$ cat src/rtl/lrupr_pkg.sv
package lrupr_pkg;

    localparam int PAGE_W  = 8;
    localparam int SLOT_W  = 4;
    localparam int FAULT_W = 16;
    localparam int CFG_W   = 5;

    localparam logic [FAULT_W-1:0] FAULT_MAX   = '1;
    localparam logic [CFG_W-1:0]   CFG_RESET   = 5'd16;
    localparam logic [CFG_W-1:0]   CFG_LIMIT_0 = 5'd0;

    typedef struct packed {
        logic [PAGE_W-1:0] page;
        logic              last_reference;
    } t_in_item;

    typedef struct packed {
        logic               hit;
        logic [SLOT_W-1:0]  slot;
        logic               evicted_valid;
        logic [PAGE_W-1:0]  evicted_page;
        logic [FAULT_W-1:0] fault_total;
    } t_out_item;

    // broadcast strobes shared by every cell of the row
    typedef struct packed {
        logic look;     // capture match flags against the incoming page
        logic upd;      // apply the update decided for the captured item
        logic age_all;  // new frame: every resident frame ages by one
        logic clear;    // end of reference string: drop all frames
    } t_cell_ctrl;

    // per-cell status returned to the top level
    typedef struct packed {
        logic valid;    // frame is resident
        logic hit;      // resident page equals the captured page
        logic lru;      // frame holds the oldest rank
        logic free;     // first non-resident frame of the row
    } t_cell_flags;

endpackage

$ cat src/rtl/lrupr_cell.sv
module lrupr_cell
    import lrupr_pkg::*;
#(
    parameter int RW = 4
) (
    input  logic                  i_clk,
    input  logic                  i_rst_n,
    input  t_cell_ctrl            i_ctrl,
    input  logic                  i_sel,
    input  logic                  i_prev_valid,
    input  logic [PAGE_W-1:0]     i_look_page,
    input  logic [RW-1:0]         i_lru_rank,
    input  logic [RW-1:0]         i_old_rank,
    input  logic [PAGE_W-1:0]     i_new_page,
    output t_cell_flags           o_flags,
    output logic [RW-1:0]         o_rank,
    output logic [PAGE_W-1:0]     o_page
);

    logic              r_valid;
    logic              r_hit;
    logic              r_lru;
    logic [RW-1:0]     r_rank;
    logic [PAGE_W-1:0] r_page;

    // valid bits form a thermometer along the row: the first free frame
    // is the one whose left neighbor is resident
    always_ff @(posedge i_clk) begin
        if (!i_rst_n) begin
            r_valid <= 1'b0;
            r_hit   <= 1'b0;
            r_lru   <= 1'b0;
        end else begin
            if (i_ctrl.look) begin
                r_hit <= r_valid && (r_page == i_look_page);
                r_lru <= r_valid && (r_rank == i_lru_rank);
            end
            if (i_ctrl.upd) begin
                if (i_ctrl.clear) begin
                    r_valid <= 1'b0;
                end else if (i_sel) begin
                    r_valid <= 1'b1;
                end
            end
        end
    end

    always_ff @(posedge i_clk) begin
        if (i_ctrl.upd && !i_ctrl.clear) begin
            if (i_sel) begin
                r_page <= i_new_page;
                r_rank <= '0;
            end else if (r_valid && (i_ctrl.age_all || (r_rank < i_old_rank))) begin
                r_rank <= r_rank + RW'(1);
            end
        end
    end

    assign o_flags.valid = r_valid;
    assign o_flags.hit   = r_hit;
    assign o_flags.lru   = r_lru;
    assign o_flags.free  = !r_valid && i_prev_valid;
    assign o_rank        = r_rank;
    assign o_page        = r_page;

endmodule

$ cat src/rtl/lru_page_replacement.sv
// Channel   Direction  Handshake                  Payload
// in        to block   i_in_valid / o_in_stall    i_in_item  (page, last_reference)
// out       from block o_out_valid / i_out_stall  o_out_item (hit, slot, evicted, faults)
// cfg       to block   i_cfg_we                   i_cfg_data (frames_in_use)
//
// For each item, the accept edge captures the page and lets every frame cell
// compare it and flag a hit or the oldest rank; a later commit edge applies
// hit, fill or replacement to the row and loads the output register.
// The row of frame cells is busy for the whole item, which sets the rate.
// A stalled output register holds the update until the result can be loaded.
// Synchronous active-low reset empties all frames, clears the fault count
// and sets the frame limit to 16; no clearing pass is needed.
module lru_page_replacement
    import lrupr_pkg::*;
#(
    parameter int FRAMES = 16
) (
    input  logic             i_clk,
    input  logic             i_rst_n,
    input  logic             i_in_valid,
    output logic             o_in_stall,
    input  t_in_item         i_in_item,
    output logic             o_out_valid,
    input  logic             i_out_stall,
    output t_out_item        o_out_item,
    input  logic             i_cfg_we,
    input  logic [CFG_W-1:0] i_cfg_data
);

    localparam int RW = (FRAMES > 1) ? $clog2(FRAMES) : 1;
    localparam int FW = $clog2(FRAMES + 1);
    localparam int LW = (FW > CFG_W) ? FW : CFG_W;

    logic             r_busy;
    t_in_item         r_item;
    logic [CFG_W-1:0] r_limit;
    logic [FW-1:0]    r_filled;
    logic [FAULT_W-1:0] r_faults;
    logic             r_out_valid;
    t_out_item        r_out_item;

    logic [FAULT_W-1:0] n_faults;
    logic [FW-1:0]      n_filled;
    t_out_item          n_out_item;

    logic accept;
    logic out_free;
    logic commit;

    t_cell_ctrl     ctrl;
    t_cell_flags    flags [FRAMES];
    logic [RW-1:0]  ranks [FRAMES];
    logic [PAGE_W-1:0] pages [FRAMES];
    logic [FRAMES-1:0] prev_valid;
    logic [FRAMES-1:0] valid_vec;
    logic [FRAMES-1:0] hit_vec;
    logic [FRAMES-1:0] lru_vec;
    logic [FRAMES-1:0] free_vec;
    logic [FRAMES-1:0] sel_vec;

    logic              hit_any;
    logic [RW-1:0]     hit_rank;
    logic [PAGE_W-1:0] lru_page;
    logic [SLOT_W-1:0] slot;
    logic [FW-1:0]     filled_m1;
    logic [RW-1:0]     lru_rank;
    logic [RW-1:0]     old_rank;
    logic [LW-1:0]     limit;
    logic              do_fill;
    logic              do_replace;

    // one item in flight: hold off the source until the row is updated
    assign accept   = i_in_valid && !r_busy;
    assign out_free = !r_out_valid || !i_out_stall;
    assign commit   = r_busy && out_free;

    assign o_in_stall  = r_busy;
    assign o_out_valid = r_out_valid;
    assign o_out_item  = r_out_item;

    // clamp the frame limit into 1..FRAMES
    always_comb begin
        if (r_limit == CFG_LIMIT_0) begin
            limit = LW'(1);
        end else if (LW'(r_limit) > LW'(FRAMES)) begin
            limit = LW'(FRAMES);
        end else begin
            limit = LW'(r_limit);
        end
    end

    // the oldest resident frame carries rank filled-1: ranks are a permutation
    assign filled_m1 = r_filled - FW'(1);
    assign lru_rank  = filled_m1[RW-1:0];

    // gather the flags of the row; at most one cell hits, at most one is oldest
    always_comb begin
        hit_rank = '0;
        lru_page = '0;
        for (int i = 0; i < FRAMES; i++) begin
            valid_vec[i] = flags[i].valid;
            hit_vec[i]   = flags[i].hit;
            lru_vec[i]   = flags[i].lru;
            free_vec[i]  = flags[i].free;
            hit_rank     = hit_rank | (flags[i].hit ? ranks[i] : '0);
            lru_page     = lru_page | (flags[i].lru ? pages[i] : '0);
        end
    end

    assign hit_any    = |hit_vec;
    assign do_fill    = !hit_any && (LW'(r_filled) < limit);
    assign do_replace = !hit_any && !do_fill;
    assign old_rank   = hit_any ? hit_rank : lru_rank;

    // pick the target frame: hit frame, else next free frame, else the oldest
    always_comb begin
        slot = '0;
        for (int i = 0; i < FRAMES; i++) begin
            sel_vec[i] = hit_any ? hit_vec[i] : (do_fill ? free_vec[i] : lru_vec[i]);
            slot       = slot | (sel_vec[i] ? SLOT_W'(i) : '0);
        end
    end

    always_comb begin
        if (hit_any || (r_faults == FAULT_MAX)) begin
            n_faults = r_faults;
        end else begin
            n_faults = r_faults + FAULT_W'(1);
        end
        n_filled = r_filled + FW'(do_fill);

        n_out_item.hit           = hit_any;
        n_out_item.slot          = slot;
        n_out_item.evicted_valid = do_replace;
        n_out_item.evicted_page  = do_replace ? lru_page : '0;
        n_out_item.fault_total   = n_faults;
    end

    assign ctrl.look    = accept;
    assign ctrl.upd     = commit;
    assign ctrl.age_all = do_fill;
    assign ctrl.clear   = r_item.last_reference;

    assign prev_valid[0] = 1'b1;
    for (genvar g = 1; g < FRAMES; g++) begin : g_link
        assign prev_valid[g] = flags[g-1].valid;
    end

    for (genvar g = 0; g < FRAMES; g++) begin : g_row
        lrupr_cell #(
            .RW (RW)
        ) u_cell (
            .i_clk        (i_clk),
            .i_rst_n      (i_rst_n),
            .i_ctrl       (ctrl),
            .i_sel        (sel_vec[g]),
            .i_prev_valid (prev_valid[g]),
            .i_look_page  (i_in_item.page),
            .i_lru_rank   (lru_rank),
            .i_old_rank   (old_rank),
            .i_new_page   (r_item.page),
            .o_flags      (flags[g]),
            .o_rank       (ranks[g]),
            .o_page       (pages[g])
        );
    end

    always_ff @(posedge i_clk) begin
        if (!i_rst_n) begin
            r_busy      <= 1'b0;
            r_limit     <= CFG_RESET;
            r_filled    <= '0;
            r_faults    <= '0;
            r_out_valid <= 1'b0;
        end else begin
            if (i_cfg_we) begin
                r_limit <= i_cfg_data;
            end
            if (accept) begin
                r_busy <= 1'b1;
            end else if (commit) begin
                r_busy <= 1'b0;
            end
            if (commit) begin
                r_out_valid <= 1'b1;
                // drop the run after the last reference has its result
                if (r_item.last_reference) begin
                    r_filled <= '0;
                    r_faults <= '0;
                end else begin
                    r_filled <= n_filled;
                    r_faults <= n_faults;
                end
            end else if (r_out_valid && !i_out_stall) begin
                r_out_valid <= 1'b0;
            end
        end
    end

    always_ff @(posedge i_clk) begin
        if (accept) begin
            r_item <= i_in_item;
        end
        if (commit) begin
            r_out_item <= n_out_item;
        end
    end

    a_single_hit : assert property (@(posedge i_clk) disable iff (!i_rst_n)
        r_busy |-> $onehot0(hit_vec))
        else $error("more than one frame holds the referenced page");

    a_one_victim : assert property (@(posedge i_clk) disable iff (!i_rst_n)
        (r_busy && do_replace) |-> $onehot(lru_vec))
        else $error("replacement without a unique oldest frame");

    a_fill_count : assert property (@(posedge i_clk) disable iff (!i_rst_n)
        $countones(valid_vec) == int'(r_filled))
        else $error("resident frames disagree with fill count");

    a_fill_target : assert property (@(posedge i_clk) disable iff (!i_rst_n)
        (r_busy && do_fill) |-> $onehot(free_vec))
        else $error("fill without a unique free frame");

    a_run_clear : assert property (@(posedge i_clk) disable iff (!i_rst_n)
        (commit && r_item.last_reference) |=> (r_filled == '0 && r_faults == '0))
        else $error("run not cleared after last reference");

endmodule
$ cat config.mk
export PLATFORM = sky130hd
export DESIGN_NAME = lru_page_replacement
export DESIGN_NICKNAME = d
export VERILOG_FILES = /design/src/rtl/lrupr_pkg.sv /design/src/rtl/lrupr_cell.sv /design/src/rtl/lru_page_replacement.sv
export SDC_FILE = /design/constraint.sdc
export NUM_CORES = 1
export LEC_CHECK = 0
export BUFFER_PORTS_ARGS = -buffer_cell sky130_fd_sc_hd__buf_2
export CAP_MARGIN = 0
export CORE_MARGIN = 3
export CORE_UTILIZATION = 35
export CTS_BUF_LIST = sky130_fd_sc_hd__clkbuf_4 sky130_fd_sc_hd__clkbuf_8 sky130_fd_sc_hd__clkbuf_16
export DETAILED_ROUTE_END_ITERATION = 7
export HOLD_SLACK_MARGIN = 0.03
export PLACE_DENSITY = 0.58
export SYNTH_ARGS = -nofsm -noshare
export SYNTH_HDL_FRONTEND = slang
export SYNTH_SLANG_ARGS = --single-unit
$ cat constraint.sdc
create_clock -name i_clk -period 4.8 [get_ports i_clk]
set_input_delay 0 -clock i_clk [delete_from_list [all_inputs] [get_ports i_clk]]
set_output_delay 0 -clock i_clk [all_outputs]
set_load 0.05 [all_outputs]
==> results_dict.tcl, run 1 <==
set metrics [dict create \
    worst_clock_skew_on_the_final_layout_ns 0.0322 \
    die_height_um 220 \
    global_route.overflow_total 0 \
    ir_worst_vdd_v 0.000238 \
    report.power.total_w 0.00610 \
    worst-path-max-fanout 22 \
    synth-edff-count 231 \
    pre_cts_ws_ns 0.796 \
    path_cells "inv_1, nand2_1, ha_1, o21ai_0, o311ai_1, a2111oi_0, or3_1, mux2i_1, o21bai_1, nor4_1, nor3_1" \
    yosys-top-cells-area "edfxtp_1 (43%), xnor2_1 (10%), dfxtp_1 (9.5%), xor2_1 (3.2%), ha_1 (3.1%)" \
    clockBufferDepth 3 \
    synth.largest_area_cell "edfxtp_1" \
    chipWidth_um 220 \
    gr-usage-all-layers 0.217 \
    cts-htree-levels 2 \
    grt_pass1_vias 11629 \
    worst_margin_slew_ns 1.12 \
    root_driver "clkbuf_16" \
    cts_tree "done" \
    buffer_ports.inserted 50 \
    setup_repair_after_global_routing_missed_its_margin "false" \
    number_of_nets_still_failing_antenna_checks_after_routing 0 \
    synth_top_family_by_area "compound AO/OA/AOI/OAI gates" \
    dpl.hpwl_um 35800 \
    total_leakage_power_nw 5.89 \
    max_clock_freq_mhz 247 \
    grt_max_degree 59 \
    grt_antenna_before_repair 3 \
    ys_ff_latch 307 \
    yosysWarningCount 0 \
    crit_required_ns 4.98 \
    yosysSeqAreaShare 0.526 \
    setup.worst_path.class "flip-flop to flip-flop" \
    synth_simple_gate_area_share 0.131 \
    vias 12392 \
    cp_data_arrival_time_ns 4.23 \
    grt_pass1_wl_um 77900 \
    globalplace.congestion 0.935 \
    rrSetupSlack_ns 0.74 \
    die-area_um2 48600 \
    synthDistinctLibCells 58 \
    final_max_slew_viol_count 0 \
    synthMuxAreaShare 0.00871 \
    numPlacedInstances 2025 \
    route.detailed.drc 0 \
    highest_delay_cell_along_the_critical_path "or3_1" \
    postRouteWirelength_um 53400 \
    hold_class "input pin to flip-flop" \
    detail_route.iter0.violations 1435 \
    initial_utilization 0.359 \
    synth_common_cells "edfxtp_1 (231), xnor2_1 (185), nor2_1 (106)" \
    filler_cell_count 4313 \
    route.detailed.vias_per_inst 5.87 \
    async_flop_share 0 \
    timing.slew.headroom 0.256 \
    share_of_the_synthesized_area_in_the_top_cell_type 0.431 \
    routedWlPerCell_um 25.3 \
    run_status "finished clean" \
    fin_setup_tns_ns 0 \
    synth_adder_area_share 0.0311 \
    synth_ff_type "edfxtp_1" \
    post-cts-setup-buffers 0 \
    finalWorstSetupSlack_ns 0.745 \
    setup_viol_count_final 0 \
    yosys.cell_count.top_type "edfxtp_1" \
    initial_drt_pass_iterations 6 \
    syn_avg_cell_area_um2 11.0 \
    design.portCount 51 \
    synthesis.nets 1526 \
    clk_pin_slew_worst_setup_hold_paths_ns 0.06 \
    cpPeakStageDelay_ns 0.92 \
    yosys.area_share.xor_xnor 0.132 \
    placementRows 77 \
    final.period_utilization 0.845 \
    finalHoldViolations 0 \
    max-cap-violations 0 \
    syn-cell-area_um2 16100 \
    cellPowerDensity_nw_per_um2 334 \
    synth_compound_area_frac 0.137 \
    syn-instance-count 1467 \
    cts.sink_count 307 \
    finish.cell_count_without_fillers 2111 \
    core_region_area_um2 44800 \
    cts_resized 0 \
    finalCoreUtilization 0.408 \
    cts_buffers 36 \
    end_kind "flip-flop" \
    flow.area_growth_from_synthesis_pct 13.5 \
    crit_path_start_kind "flip-flop" \
    clock_network_latency_to_the_later_pin_of_the_worst_skew_pair_ns 0.55 \
    drive_gt1_frac 0.0955 \
    timing.final.crit_period_ns 4.06 \
    net_count_final 1550 \
]
[layout by cell type, fill, tap and decap left out, types with 43 or more instances in the layout]
| cell | synthesis | layout |
|---|---|---|
| edfxtp_1 | 231 | 231 |
| buf_2 | 8 | 50 |
| xor2_1 | 58 | 57 |
| nor3_1 | 46 | 45 |
| a22oi_1 | 44 | 44 |
| a21oi_1 | 46 | 46 |
| dfxtp_1 | 76 | 76 |
| nor2_1 | 106 | 105 |
| nand4_1 | 43 | 43 |
| xnor2_1 | 185 | 184 |
| nand2_1 | 76 | 76 |
[sequential cells by signal, indices dropped and copies added, names as in the netlist]
register	cells
r_faults	16
r_item	8
ctrl	1
o_out_item	30
r_filled	5
r_limit	5
o_in_stall	1
g_row.u_cell.r_lru	16
o_out_valid	1
g_row.u_cell.r_valid	16
g_row.u_cell.r_hit	16
g_row.u_cell.o_rank	64
g_row.u_cell.o_page	128
[final timing paths]
kind                             startpoint                                 endpoint  cells after the start
setup reg to reg    r_limit[4]$_SDFFE_PN1P_  g_row[5].u_cell.o_rank[0]$_SDFFCE_PP0P_                     11
hold / removal                 i_in_item[3]                      r_item[3]$_DFFE_PP_                      1
setup / recovery    r_limit[4]$_SDFFE_PN1P_  g_row[5].u_cell.o_rank[0]$_SDFFCE_PP0P_                     11
hold reg to reg   r_faults[12]$_SDFFE_PN0P_                r_faults[12]$_SDFFE_PN0P_                      2
[power breakdown]
group          switching [W]  internal, W  leakage [nW]
combinational       0.000310     0.000152          2.67
sequential         0.0000490      0.00288          2.64
clock                0.00114      0.00157         0.581
[routing by layer]
| metal | vias up | global-route usage | wire length [um] |
|---|---|---|---|
| met4 | 4 | 0.0910 | 2360 |
| met5 | - | 0 | 23 |
| met1 | 6094 | 0.295 | 22200 |
| met3 | 149 | 0.0303 | 4150 |
| li1 | 5471 | - | - |
| met2 | 674 | 0.349 | 24600 |
[final cells by class]
cell class                      count  area, um2  area share
Tap cell                          592        741      0.0406
Sequential cell                   307       8460       0.463
Multi-Input combinational cell   1022       7120       0.390
Clock buffer                       45       1020      0.0556
Antenna cell                        1       2.50    0.000137
Inverter                           26       97.6     0.00534
Clock inverter                     20        160     0.00877
Timing Repair Buffer               98        661      0.0362
[stage by stage]
stage / hold WS [ns] / cell area, um2
finish: 0.0510 / 18300
global route: 0.0301 / 18300
CTS: 0.0334 / 18300
detailed placement: 0.181 / 16900
global placement: 0.181 / 16900
floorplan: 0.0989 / 16100
[critical path, delay by kind of cell, from the launching register on]
family | cells | cell delay [ns]
AOI/OAI and AO/OA | 4 | 1.11
adders and majority gates | 1 | 0.28
buffers and inverters | 1 | 0.12
DFF | 1 | 0.31
muxes | 1 | 0.23
and+or+nand+nor | 4 | 1.62
[logic make-up (layout without fill, tap and decap cells)]
group	count (synthesis)	in the layout
simple gates	419	419
flops	307	307
compound gates	306	306
xor+xnor	243	243
buf+inv	138	189
fa+ha+maj	40	40
mux	14	14
other cells	0	1
[timing repair]
item | 4_1_cts | 5_1_grt
endpoints found under the setup margin | 0 | 0
hold endpoints to repair | 35 | 0
hold buffers | 20 | 0
Note: power is estimated with default switching activity, not from simulation.
==> run 2, diff against run 1 <==
--- a/config.mk
+++ b/config.mk
@@ -12,7 +12,7 @@
 export CTS_BUF_LIST = sky130_fd_sc_hd__clkbuf_4 sky130_fd_sc_hd__clkbuf_8 sky130_fd_sc_hd__clkbuf_16
 export DETAILED_ROUTE_END_ITERATION = 7
 export HOLD_SLACK_MARGIN = 0.03
-export PLACE_DENSITY = 0.58
+export PLACE_DENSITY = 0.6
 export SYNTH_ARGS = -nofsm -noshare
 export SYNTH_HDL_FRONTEND = slang
 export SYNTH_SLANG_ARGS = --single-unit
==> constraint.sdc (replaced) <==
create_clock -name i_clk -period 3.6 [get_ports i_clk]
set_input_delay 0 -clock i_clk [delete_from_list [all_inputs] [get_ports i_clk]]
set_output_delay 0 -clock i_clk [all_outputs]
set_load 0.05 [all_outputs]
==> results_dict.tcl, run 2 (synthesis gave the netlist of run 1 again) <==
set metrics [dict create \
    grt_max_degree 59 \
    path_cells "inv_1, nand2_1, ha_1, inv_1, o311ai_1, a2111oi_1, or3_1, buf_12, mux2i_1, o21bai_1, buf_4, a211oi_1, nor2_1" \
    hold_class "input pin to flip-flop" \
    buffer_ports.inserted 50 \
    dpl.hpwl_um 36400 \
    grt_pass1_vias 11836 \
    max_clock_freq_mhz 297 \
    finish.cell_count_without_fillers 2139 \
    placementRows 77 \
    initial_drt_pass_iterations 6 \
    fin_setup_tns_ns 0 \
    setup_viol_count_final 0 \
    timing.slew.headroom 0.217 \
    worst_clock_skew_on_the_final_layout_ns 0.0166 \
    setup_repair_after_global_routing_missed_its_margin "false" \
    final_max_slew_viol_count 0 \
    cts_buffers 35 \
    chipWidth_um 220 \
    highest_delay_cell_along_the_critical_path "o21bai_1" \
    number_of_diodes 0 \
    net_count_final 1579 \
    final.period_utilization 0.934 \
    design.portCount 51 \
    max-cap-violations 0 \
    drive_gt1_frac 0.116 \
    vias 12218 \
    cpPeakStageDelay_ns 0.50 \
    grt_antenna_before_repair 1 \
    grt_pass1_wl_um 76400 \
    globalplace.congestion 0.950 \
    cp_data_arrival_time_ns 3.57 \
    worst-path-max-fanout 21 \
    report.power.total_w 0.00818 \
    gr-usage-all-layers 0.211 \
    finalWorstSetupSlack_ns 0.237 \
    run_status "finished clean" \
    wl_met1_um 21400 \
    total_leakage_power_nw 6.08 \
    postRouteWirelength_um 51700 \
    route.detailed.drc 0 \
    cts_tree "done" \
    global_route.overflow_total 0 \
    die_height_um 220 \
    timing.critical_path.mode_cell "inv_1" \
    final_cell_mix "edfxtp_1 (231), xnor2_1 (184), nor2_1 (104), nand2_1 (76), dfxtp_1 (76)" \
    timing.final.crit_period_ns 3.36 \
    cts.sink_count 307 \
    route.detailed.vias_per_inst 5.71 \
    routedWlPerCell_um 24.2 \
    cellPowerDensity_nw_per_um2 442 \
    wl_met2_um 23400 \
    core_region_area_um2 44800 \
    layout_commonest_cell "edfxtp_1" \
    filler_cell_count 4245 \
    setup.worst_path.class "flip-flop to flip-flop" \
    die-area_um2 48600 \
    clk_pin_slew_worst_setup_hold_paths_ns 0.06 \
    number_of_nets_still_failing_antenna_checks_after_routing 0 \
    end_kind "flip-flop" \
    pre_cts_ws_ns 0.238 \
    finalHoldViolations 0 \
    largest_register_ff_count 128 \
    ir_worst_vdd_v 0.000375 \
    worst_margin_slew_ns 1.17 \
    crit_required_ns 3.81 \
    numPlacedInstances 2052 \
    maxUsedRoutingLayer "met5" \
    crit_path_start_kind "flip-flop" \
    root_driver "clkbuf_16" \
    flow.area_growth_from_synthesis_pct 15.0 \
    met3RoutedLength_um 4410 \
    detail_route.iter0.violations 1347 \
    cts-htree-levels 2 \
    clock_network_latency_to_the_later_pin_of_the_worst_skew_pair_ns 0.54 \
    clockBufferDepth 3 \
    initial_utilization 0.359 \
]
[run 2: cell types whose count changed in the layout (fill, tap and decap cells not counted), moves of 2 or more]
cell	previous run	this run
dlygate4sd3_1	20	23
bufinv_16	1	3
o21bai_1	9	7
clkinv_1	11	6
buf_4	28	53
o21bai_2	0	2
clkbuf_16	38	36
buf_12	0	2
nor2_2	1	3
clkbuf_4	5	10
[run 2: cell type report]
cell class	count	area [um2]	area share
sequential	307	8460	0.457
clock buffer	48	1000	0.0542
clock inverter	16	169	0.00913
tap	592	741	0.0400
inverter	26	97.6	0.00527
timing repair buffer	128	918	0.0496
multi-input combinational	1022	7120	0.385
[run 2: where the power goes]
part | internal (W) | switching [W]
Combinational | 0.000213 | 0.000412
Sequential | 0.00384 | 0.0000572
Clock | 0.00218 | 0.00147
[run 2: final timing paths]
kind                                  from                                  endpoint  slack (ns)  cells past startpoint
setup / recovery   r_limit[4]$_SDFFE_PN1P_  g_row[11].u_cell.o_rank[3]$_SDFFCE_PP0P_        0.24                     13
hold reg to reg   r_faults[6]$_SDFFE_PN0P_                  r_faults[6]$_SDFFE_PN0P_        0.52                      2
hold / removal                i_in_item[0]                         ctrl[0]$_DFFE_PP_        0.19                      2
setup reg to reg   r_limit[4]$_SDFFE_PN1P_  g_row[11].u_cell.o_rank[3]$_SDFFCE_PP0P_        0.24                     13
[run 2: per-layer routing]
layer | track usage | vias up
li1 | - | 5515
met3 | 0.0390 | 148
met1 | 0.283 | 5934
met4 | 0.0917 | 2
met5 | 0 | -
met2 | 0.333 | 619
[run 2: stage by stage]
| step | util | area (um2) | hold slack, ns |
|---|---|---|---|
| 6_report | 0.413 | 18500 | 0.185 |
| 5_1_grt | 0.413 | 18500 | 0.189 |
| 4_1_cts | 0.413 | 18500 | 0.0344 |
| 3_5_place_dp | 0.381 | 17100 | 0.179 |
| 3_3_place_gp | 0.381 | 17100 | 0.177 |
| 2_1_floorplan | - | 16100 | 0.0989 |
[run 2: worst max-delay path: cells and delay by family, from the launching register on]
kind / cells / cell delay (ns)
simple gates: 3 / 0.80
compound gates: 4 / 0.92
mux: 1 / 0.12
buf+inv: 4 / 0.59
flops: 1 / 0.31
fa+ha+maj: 1 / 0.29
[run 2: timing repair]
action,in CTS,in global routing
resized for setup,0,4
setup endpoints to repair,0,30
hold buffers,22,1
hold endpoints to repair,37,1
buffers inserted,0,0
